===== src/design/bte_pkg.sv =====
package bte_pkg;

  // Table geometry: SEQ_SLOTS must be a power of two
  localparam int SEQ_SLOTS = 4096;
  localparam int SLOT_BITS = $clog2(SEQ_SLOTS);
  localparam int TIME_BITS = 48;
  localparam int TIME_KEEP = (TIME_BITS < 48) ? TIME_BITS : 48;
  localparam int SPAN_BITS = TIME_KEEP + 2;
  localparam int CNT_BITS = 13;
  localparam int DIV_CNT_BITS = $clog2(SPAN_BITS + 1);
  localparam int CFG_W = 24;
  localparam int OUT_W = 48;

  localparam logic [CFG_W-1:0] STALE_RESET = 24'd1000000;
  localparam logic [CNT_BITS-1:0] THR_RESET = 13'd10;
  localparam logic [CNT_BITS-1:0] THR_MIN = 13'd2;
  localparam logic [CNT_BITS-1:0] CNT_MAX = 13'h1FFF;

  // Configuration register indexes
  localparam logic [1:0] CFG_OWN_CTL = 2'd0;
  localparam logic [1:0] CFG_OWN_BMP = 2'd1;
  localparam logic [1:0] CFG_STALE = 2'd2;
  localparam logic [1:0] CFG_THR = 2'd3;

  // Result status codes
  localparam logic [1:0] STAT_STORED = 2'd0;
  localparam logic [1:0] STAT_OWN_STALE = 2'd1;
  localparam logic [1:0] STAT_REAL_STALE = 2'd2;
  localparam logic [1:0] STAT_ADJUST = 2'd3;

  typedef struct packed {
    logic                 own_p;
    logic                 real_p;
    logic [TIME_KEEP-1:0] own_t;
    logic [TIME_KEEP-1:0] real_t;
  } entry_t;

  typedef enum logic [3:0] {
    ST_CLR,
    ST_IDLE,
    ST_MOD,
    ST_SCAN,
    ST_DIFF,
    ST_SPAN,
    ST_DIVS,
    ST_DIVW,
    ST_OUT
  } state_t;

  typedef struct packed {
    logic                 start;
    logic [SPAN_BITS-1:0] dividend;
    logic [CNT_BITS-1:0]  divisor;
  } div_req_t;

  typedef struct packed {
    logic                 done;
    logic [SPAN_BITS-1:0] quotient;
  } div_rsp_t;

endpackage


===== src/design/bte_div.sv =====
module bte_div
  import bte_pkg::*;
(
  input  logic     clk,
  input  logic     rst_n,
  input  div_req_t req,
  output div_rsp_t rsp
);

  logic [CNT_BITS:0]         rem_r, rem_nxt;
  logic [SPAN_BITS-1:0]      quo_r, quo_nxt;
  logic [CNT_BITS-1:0]       dvs_r;
  logic [DIV_CNT_BITS-1:0]   cnt_r, cnt_nxt;
  logic                      busy_r, busy_nxt;
  logic                      done_r, done_nxt;
  logic [CNT_BITS:0]         shifted;

  // One quotient bit per cycle, restoring
  always_comb begin
    shifted = {rem_r[CNT_BITS-1:0], quo_r[SPAN_BITS-1]};
    rem_nxt = rem_r;
    quo_nxt = quo_r;
    cnt_nxt = cnt_r;
    busy_nxt = busy_r;
    done_nxt = 1'b0;
    if (req.start) begin
      rem_nxt = '0;
      quo_nxt = req.dividend;
      cnt_nxt = '0;
      busy_nxt = 1'b1;
    end else if (busy_r) begin
      if (shifted >= {1'b0, dvs_r}) begin
        rem_nxt = shifted - {1'b0, dvs_r};
        quo_nxt = {quo_r[SPAN_BITS-2:0], 1'b1};
      end else begin
        rem_nxt = shifted;
        quo_nxt = {quo_r[SPAN_BITS-2:0], 1'b0};
      end
      cnt_nxt = cnt_r + 1'b1;
      if (cnt_r == DIV_CNT_BITS'(SPAN_BITS - 1)) begin
        busy_nxt = 1'b0;
        done_nxt = 1'b1;
      end
    end
  end

  always_ff @(posedge clk) begin
    if (!rst_n) begin
      busy_r <= 1'b0;
      done_r <= 1'b0;
    end else begin
      busy_r <= busy_nxt;
      done_r <= done_nxt;
    end
    rem_r <= rem_nxt;
    quo_r <= quo_nxt;
    cnt_r <= cnt_nxt;
    if (req.start) begin
      dvs_r <= req.divisor;
    end
  end

  assign rsp.done = done_r;
  assign rsp.quotient = quo_r;

endmodule


===== config.mk =====
export PLATFORM = sky130hd
export DESIGN_NAME = bte_div
export DESIGN_NICKNAME = d
export VERILOG_FILES = /design/src/design/bte_pkg.sv /design/src/design/bte_div.sv
export SDC_FILE = /design/constraint.sdc
export NUM_CORES = 1
export LEC_CHECK = 0
export ABC_AREA = 1
export BUFFER_PORTS_ARGS = -buffer_cell sky130_fd_sc_hd__buf_4
export CAP_MARGIN = 15
export CELL_PAD_IN_SITES_DETAIL_PLACEMENT = 0
export CELL_PAD_IN_SITES_GLOBAL_PLACEMENT = 1
export CORE_ASPECT_RATIO = 1.5
export CORE_MARGIN = 10
export CORE_UTILIZATION = 39
export DETAILED_ROUTE_END_ITERATION = 7
export GPL_TIMING_DRIVEN = 0
export HOLD_SLACK_MARGIN = 0.12
export PLACE_DENSITY = 0.78
export SYNTH_ARGS = -nofsm -noshare
export SYNTH_HDL_FRONTEND = slang
export SYNTH_SLANG_ARGS = --single-unit

===== constraint.sdc =====
create_clock -name clk -period 2.2 [get_ports clk]
set_input_delay 0.33 -clock clk [delete_from_list [all_inputs] [get_ports clk]]
set_output_delay 0.33 -clock clk [all_outputs]
set_load 0.005 [all_outputs]

* Yosys cells after proc, flatten, opt, wreduce, memory -nomap -nowiden
Index checks and enable logic that the tools add are counted.
** Word-level totals
- Bits of input ports :: 66
- Word-level logic and storage cells :: 22
- Output and inout bits :: 51
- Bits in registers :: 84
** Operators by class
- Order comparisons :: 1
- $add $sub $neg :: 2
- Equality and inequality tests :: 1
- Reductions and logical operators :: 2
- Mux-type cells :: 8
- Bitwise logic cells :: 2
** Operators with widths (count)
- $mux W50 :: 2
- $ge A14 B13 Y1 :: 1
- $mux W13 :: 1
- $sub A13 B13 Y13 :: 1
- $add A6 B1 Y6 const B :: 1
- $eq A6 B6 Y1 const B :: 1
- $mux W1 :: 5
- $reduce_or A3 Y1 :: 1
- $not A1 Y1 :: 2
- $reduce_bool A2 Y1 :: 1

* Logic depth before layout (Yosys ltp)
Gate-level depths: netlist of the first run.
- Depth in word-level cells :: 4
- Mapped depth :: 14
- Gate-level depth less buffers :: 13

* Least setup slack after synthesis of the first run
OpenSTA, ideal clock, no wires.
- Path kind :: flip-flop to flip-flop
- Start point :: register quo_r[49]
- End point :: register quo_r[0] (data pin)
- Cell stages (with the launch flop) :: 14
- Period minus slack after synthesis :: 2069 ps
- Arrival time :: 1816 ps
- Path buffers :: 1
- Slack :: 131 ps
- Required time :: 1947 ps
- Library setup time :: 253 ps
- Cells stage by stage :: edfxtp_1 > inv_1 > ha_1 > inv_1 > fa_1 > nand2_1 > nand2_1 > nand3_1 > nand2_1 > nand2_2 > nand3_4 > buf_8 > nand2_1 > nand2_1
** On the way
- Longest elaborated chain between the ends :: 4
** RTL lines
- from (decl) :: line bte_div.sv:11 : logic [SPAN_BITS-1:0] quo_r, quo_nxt;
- from (signal assigned) :: line bte_div.sv:56 : quo_r <= quo_nxt;
- $ge A14 B13 Y1 :: line bte_div.sv:32 : if (shifted >= {1'b0, dvs_r}) begin
- $mux W1 :: line bte_div.sv:32
- $mux W50 :: line bte_div.sv:31 : end else if (busy_r) begin
- $mux W50 :: line bte_div.sv:26 : if (req.start) begin
- via quo_nxt[0] :: line bte_div.sv:11
The timed path passes the listed nets, and every way through them passes these cells. The select of a mux whose other input is x is not followed.
A chain may end at the register's enable or synchronous reset.

* Worst setup path in the final report of the first run
Ends and elaborated chain as after synthesis.

==> results of run 1 <==
==> worst max-delay path, stage by stage (launching register included) <==
cell and delay [ps]:
edfxtp_1 410, inv_2 110, ha_4 130, inv_2 50, fa_2 350, nand2_2 90, nand2_2 60, nand3_2 80
nand2_4 60, nand2_4 100, nand3_4 140, buf_12 180, nand2_1 50, nand2_1 50
==> logic make-up (layout without fill, tap and decap cells) <==
group | Yosys count | in the layout
AND/OR/NAND/NOR | 322 | 322
XOR/XNOR | 6 | 6
buffers and inverters | 91 | 232
AO/OA/AOI/OAI | 19 | 19
flip-flops | 84 | 84
adder cells (fa/ha/maj) | 16 | 16
==> cell usage after synthesis (5+ instances only) <==
| master | instances |
|---|---|
| nand2_1 | 248 |
| inv_1 | 69 |
| edfxtp_1 | 63 |
| dfxtp_1 | 21 |
| nand3_1 | 21 |
| nand4_1 | 17 |
| nor2_1 | 16 |
| ha_1 | 15 |
| clkbuf_1 | 11 |
| a21oi_1 | 8 |
| o21ai_0 | 7 |
| nand2_2 | 5 |
| nand3_2 | 5 |
==> metal layers <==
metal / share of wire / track usage / vias to the layer above / wire length, um
li1: - / - / 1970 / -
met1: 0.39 / 0.160 / 1723 / 4830
met2: 0.50 / 0.264 / 107 / 6260
met3: 0.096 / 0.0796 / 10 / 1190
met4: 0.015 / 0.0543 / 0 / 183
met5: 0 / 0 / - / 0
==> power groups by stage <==
stage	clock network (W)	registers (W)	logic, W
6_report	0.00161	0.00193	0.000625
5_1_grt	0.00172	0.00195	0.000705
4_1_cts	0.00165	0.00193	0.000623
3_5_place_dp	0	0.00196	0.000613
3_3_place_gp	0	0.00196	0.000606
2_1_floorplan	0	0.00195	0.000268
==> per-stage QoR <==
step / utilization / hold slack, ps / setup slack, ps / std cells
2_1_floorplan: - / 429 / 131 / 538
3_3_place_gp: 0.496 / 459 / -483 / 801
3_5_place_dp: 0.496 / 466 / -522 / 801
4_1_cts: 0.528 / 159 / -70.4 / 820
5_1_grt: 0.537 / 155 / -12.3 / 826
6_report: 0.537 / 172 / 91.1 / 826
==> worst min path at each step <==
stage               startpoint        end  slack (ps)  depth (start not counted)
floorplan               req[0]   dvs_r[0]         430                          0
global placement     rem_r[12]  rem_r[12]         460                          2
detailed placement   rem_r[12]  rem_r[12]         470                          2
CTS                    req[11]  dvs_r[11]         160                          1
global route            req[9]   dvs_r[9]         160                          1
finish                 req[11]  dvs_r[11]         170                          1
==> what timing repair did <==
| item | in CTS | in global routing |
|---|---|---|
| pin swaps | 2 | 4 |
| cloned | 0 | 2 |
| setup endpoints to repair | 65 | 14 |
| setup buffers | 3 | 4 |
| gates resized for setup | 3 | 13 |
==> final cells by class <==
class	count	area, um^2	share of cell area
tap	147	184	0.0310
clock buffer	12	246	0.0415
timing repair buffer	125	953	0.161
buffer	19	109	0.0183
clock inverter	4	72.6	0.0122
sequential	84	2310	0.389
multi-input combinational	363	1790	0.301
inverter	72	273	0.0459
==> sequential cells by signal (all words and copies together), names as in the netlist <==
name    count
done_r      1
busy_r      1
rem_r      13
quo_r      50
dvs_r      13
cnt_r       6
==> results by group, run 1 <==
Logic synthesis
  • Post-synth top area cell: edfxtp_1
  • Post-synth EDFFs: 63
  • Area of the mapped netlist: 4430 um^2
  • Compound-cell area share of the yosys netlist: 0.0251
  • Mux cell area share after synthesis: 0
  • Avg Inst Size Synth: 8.24 um^2
  • Simple-gate share of the synthesized area: 0.311
  • Netlist cell types: 32
  • Synth top area cells: edfxtp_1 43%, nand2_1 21%, dfxtp_1 9.5%
  • Synth Area in Adders: 0.0469
  • Synth async-reset ratio: 0
  • XOR/XNOR share of the synthesized area: 0.0119
  • FF+latch count, synth: 84
  • Net Count, Synth: 620
  • Gate Count Post-Synth: 538
  • Largest family of logic cells by synthesized area: simple AND/OR/NAND/NOR gates
  • Sequential area share after synthesis: 0.522
  • Yosys warnings: 0
  • Post-synth top area share: 0.427
  • Top_reg_cell synth: edfxtp_1

Die
  • Die height: 151 um
  • Row count: 47
  • IO Count: 117
  • Initial core utilization: 0.401
  • Die W: 107 um
  • Die Area: 16100 um^2
  • Core box area: 11100 um^2

Hold path
  • Hold WC Path Type: in2reg

Power
  • Maximum vdd drop: 0.436 mV
  • Sw frac: 0.236
  • Int Power: 0.00318 W
  • Power Dens Cells: 702 nW/um^2
  • Sw power: 0.000983 W
  • Final Power: 0.00417 W
  • Clock Power Share: 0.387
  • Share of total power in sequential cells: 0.463
  • P_leak: 2.97 nW
  • Logic pwr share: 0.150

STA
  • Total negative slack: 0 ps
  • Max Clk Rate: 0.474 GHz
  • Crit share post-route: 0.959
  • Slew margin rel.: 0.504
  • Final Hold Violating Endpoints: 0
  • Worst-Margin Slew: 745 ps
  • Max-slew violations: 0
  • Final Setup Violations: 0
  • Minimum clock period: 2110 ps
  • Clock skew: 5.95 ps

Setup path
  • Reg2Reg Launch Point: quo_r[49]
  • Critical Path RT: 2290 ps
  • Element type at the critical path start: flop
  • Setup crit start: quo_r[49]
  • R2r endpoint: quo_r[0]
  • FF-to-FF path depth: 13
  • CP Data Arrival Time: 2200 ps
  • Worst reg2reg setup slack: 90 ps
  • Kind of critical path: reg2reg
  • CP endpoint: quo_r[0]
  • Critical Path End Type: flop
  • CP max FO: 5

Placed design
  • GPL Wtd Cong: 0.871
  • Port Buffers: 116
  • Detailed Place HPWL: 9630 um
  • Placed cell area: 5490 um^2

Detailed routing
  • Via count: 3810
  • # DRC: 0
  • DRT iter0 DRCs: 202
  • Via/cell ratio: 4.61
  • Total Wirelength: 12500 um
  • Drt first pass iters: 4
  • Avg WL per Cell: 15.1 um
  • Post-DRT Antenna Nets: 0

Clock network
  • Hold Buf Count CTS: 0
  • CTS tree: yes
  • CTS HTree Levels: 3
  • Clock buffer count from CTS: 9
  • Total clock sinks: 84
  • Root Driver: clkbuf_16
  • Clock slew at the register clock pins of the worst setup and hold paths: 60 ps
  • Skew-Pair Late Insertion Delay: 330 ps
  • CTS Buffer Depth: 2

Global route
  • Initial antenna violation count: 0
  • Gr usage total: 0.155
  • Largest net degree at the start of global routing: 58
  • Grt total ovfl: 0
  • Vias in the first global route: 4059
  • Global-route wire length before repair: 19900 um

Cells and area
  • Fill cells: 1150
  • Final #Nets: 756
  • Most common cell after layout, fill and taps aside: nand2_1
  • ANT cells: 0
  • Fin area: 5940 um^2
  • Area grow syn2layout: 34.0%
  • Commonest non-fill, non-tap cells in the layout: 245 x nand2_1, 126 x buf_4, 67 x inv_1
  • Share of layout cells above drive strength 1: 0.258

Run status
  • Status: finished clean

Flow run
  • Max cap viols: 0
(Power assumes the default switching activity.)
==> inputs of run 2 (changes only) <==
CORE_UTILIZATION = 35   (was 39)
MAX_ROUTING_LAYER = met4   (was default)
PLACE_DENSITY = 0.74   (was 0.78)
clock period = 1.8 ns   (was 2.2 ns; I/O delays follow)
==> results by group, run 2 (synthesized netlist as in run 1, its figures left out) <==
Detailed routing
  • Avg WL per Cell: 14.8 um (-2.2%)
  • Met2 WL post-DR: 6280 um (+0.35%)
  • Drt first pass iters: 4 (unchanged)
  • Via/cell ratio: 4.60 (-0.23%)
  • Via count: 3907 (+2.5%)
  • M1 wire length: 4980 um (+3.2%)
  • Top Layer Used: met4
  • Met3 routed WL: 1050 um (-12%)
  • DRT iter0 DRCs: 141 (-30%)
  • Total Wirelength: 12500 um (+0.52%)
  • # DRC: 0 (unchanged)
  • Post-DRT Antenna Nets: 0 (unchanged)

Die
  • Die height: 158 um (+4.8%)
  • Die Area: 17700 um^2 (+9.6%)
  • Initial core utilization: 0.356 (-0.0449)
  • IO Count: 117 (unchanged)
  • Die W: 112 um (+4.5%)
  • Core box area: 12400 um^2 (+13%)
  • Row count: 50 (+6.4%)

Cells and area
  • Most common cell after layout, fill and taps aside: nand2_1
  • Final std cells w/o fill: 849 (+2.8%)
  • Top register by number of flip-flops: quo_r
  • Share of layout cells above drive strength 1: 0.274 (+0.0164)
  • Largest register FFs: 50 (unchanged)
  • ANT cells: 0 (unchanged)
  • Area grow syn2layout: 39.1%
  • Final #Nets: 770 (+1.9%)
  • Fin area: 6170 um^2 (+3.8%)
  • Commonest non-fill, non-tap cells in the layout: 240 x nand2_1, 128 x buf_4, 67 x inv_1
  • Final Util: 0.495 (-0.0420)
  • Biggest regs: quo_r: 50 flops, dvs_r: 13 flops, rem_r: 13 flops
  • Fill cells: 1224 (+6.4%)

Setup path
  • Critical Path RT: 1900 ps (-390 ps)
  • Element type at the critical path start: flop
  • CP max FO: 5 (unchanged)
  • CP Data Arrival Time: 2140 ps (-60 ps)
  • Worst path bufs/invs: 3 (unchanged)
  • Critical Path End Type: flop
  • Kind of critical path: reg2reg
  • Top cell by count, worst path: nand2_2
  • Top Family by Delay on Critical Path: simple AND/OR/NAND/NOR gates
  • CP Cell Sequence: inv_2, ha_4, inv_2, fa_2, nand2_2, nand2_2, nand3_2, nand2_2, nand2_4, nand3_4, buf_12, nand2_4, nand2_2
  • Crit path largest cell delay: 400 ps (about the same)
  • Slowest-stage cell, CP: edfxtp_1

STA
  • Clock skew: 9.26 ps (+3.31 ps)
  • Worst-Margin Slew: 491 ps (-253 ps)
  • Minimum clock period: 2040 ps (-73.3 ps)
  • Max-slew violations: 0 (unchanged)
  • Slew margin rel.: 0.672 (+0.169)
  • Setup ws final: -236 ps (-327 ps)
  • Final Setup Violations: 14 (+14)
  • Hold_ws: 161 ps (-10.6 ps)
  • Crit share post-route: 1.13 (+0.172)
  • Max Clk Rate: 0.491 GHz (+3.6%)
  • Unrepaired setup endpoints after global routing: true
  • Final Hold Violating Endpoints: 0 (unchanged)
  • Total negative slack: -2270 ps (-2270 ps)

Clock network
  • Total clock sinks: 84 (unchanged)
  • CTS HTree Levels: 3 (unchanged)
  • CTS Buffer Depth: 2 (unchanged)
  • Clock buffer count from CTS: 9 (unchanged)
  • Root Driver: clkbuf_16
  • CTS tree: yes
  • Clock slew at the register clock pins of the worst setup and hold paths: 60 ps (about the same)
  • Skew-Pair Late Insertion Delay: 340 ps (about the same)

Global route
  • Initial antenna violation count: 0 (unchanged)
  • Gr usage total: 0.149 (-0.00607)
  • Largest net degree at the start of global routing: 43 (-26%)
  • Vias in the first global route: 4237 (+4.4%)
  • Global-route wire length before repair: 20800 um (+4.8%)
  • Grt total ovfl: 0 (unchanged)

Power
  • P_leak: 3.06 nW (+3.3%)
  • Maximum vdd drop: 0.501 mV (+15%)
  • Power Dens Cells: 827 nW/um^2 (+18%)

Flow run
  • Max cap viols: 0 (unchanged)

Run status
  • Violated checks: setup timing
  • Status: finished, violations left

Placed design
  • Port Buffers: 116 (unchanged)
  • Placed cell area: 5520 um^2 (+0.62%)
  • GPL Wtd Cong: 0.873 (+0.30%)
  • Detailed Place HPWL: 9850 um (+2.3%)
  • Dpl cells: 811 (+1.2%)

Hold path
  • Hold WC Path Type: in2reg
-- run 2: cell types whose count changed in the layout (fill, tap and decap cells not counted), moves of 3 or more --
cell           before  now
nand3_2             6   12
dlygate4sd3_1       0   13
nand3_1            20   13
nand2_2             6    9
nand2_1           245  240
-- run 2: path summary, 6_finish.rpt --
kind         slack (ps)      start  cells after the start  endpoint
max reg2reg        -240  quo_r[49]                     13  quo_r[0]
min                 160      rst_n                      3    done_r
max                -240  quo_r[49]                     13  quo_r[0]
min reg2reg         480   rem_r[5]                      2  rem_r[5]
-- run 2: cell type report --
class	count	area, um^2	area share
multi-input combinational	363	1860	0.301
inverter	72	270	0.0438
buffer	19	106	0.0172
clock buffer	13	272	0.0440
timing repair buffer	139	1110	0.180
sequential	84	2310	0.375
tap	156	195	0.0317
clock inverter	3	43.8	0.00710
-- run 2: tightest hold or removal path, delay by kind of cell --
| family | cells | cell delay, ps |
|---|---|---|
| buffers and inverters | 1 | 80 |
| AND/OR/NAND/NOR | 2 | 110 |
-- run 2: power by group --
part	leakage (nW)	internal (W)	switching (W)
Combinational	2.10	0.000396	0.000408
Clock	0.152	0.00120	0.000737
Sequential	0.811	0.00227	0.0000861
Total	3.06	0.00387	0.00123
-- run 2: routing by layer --
| layer | vias up | track usage |
|---|---|---|
| met1 | 1774 | 0.157 |
| met4 | 0 | 0.0528 |
| li1 | 2007 | - |
| met2 | 111 | 0.252 |
| met5 | - | - |
| met3 | 15 | 0.0568 |
-- run 2: repair_timing --
action	in CTS	in global routing
resized for setup	21	10
endpoints found under the setup margin	65	66
pin swaps	10	7
buffers inserted	7	1
gates cloned	1	0
hold buffers	13	0
hold endpoints to repair	13	0
-- run 2: metrics by stage --
step	setup WS, ps	power, W
after floorplan	-205	0.00272
after CTS	-293	0.00516
after global placement	-806	0.00314
after detailed placement	-548	0.00315
final	-236	0.00510
after global routing	-359	0.00533
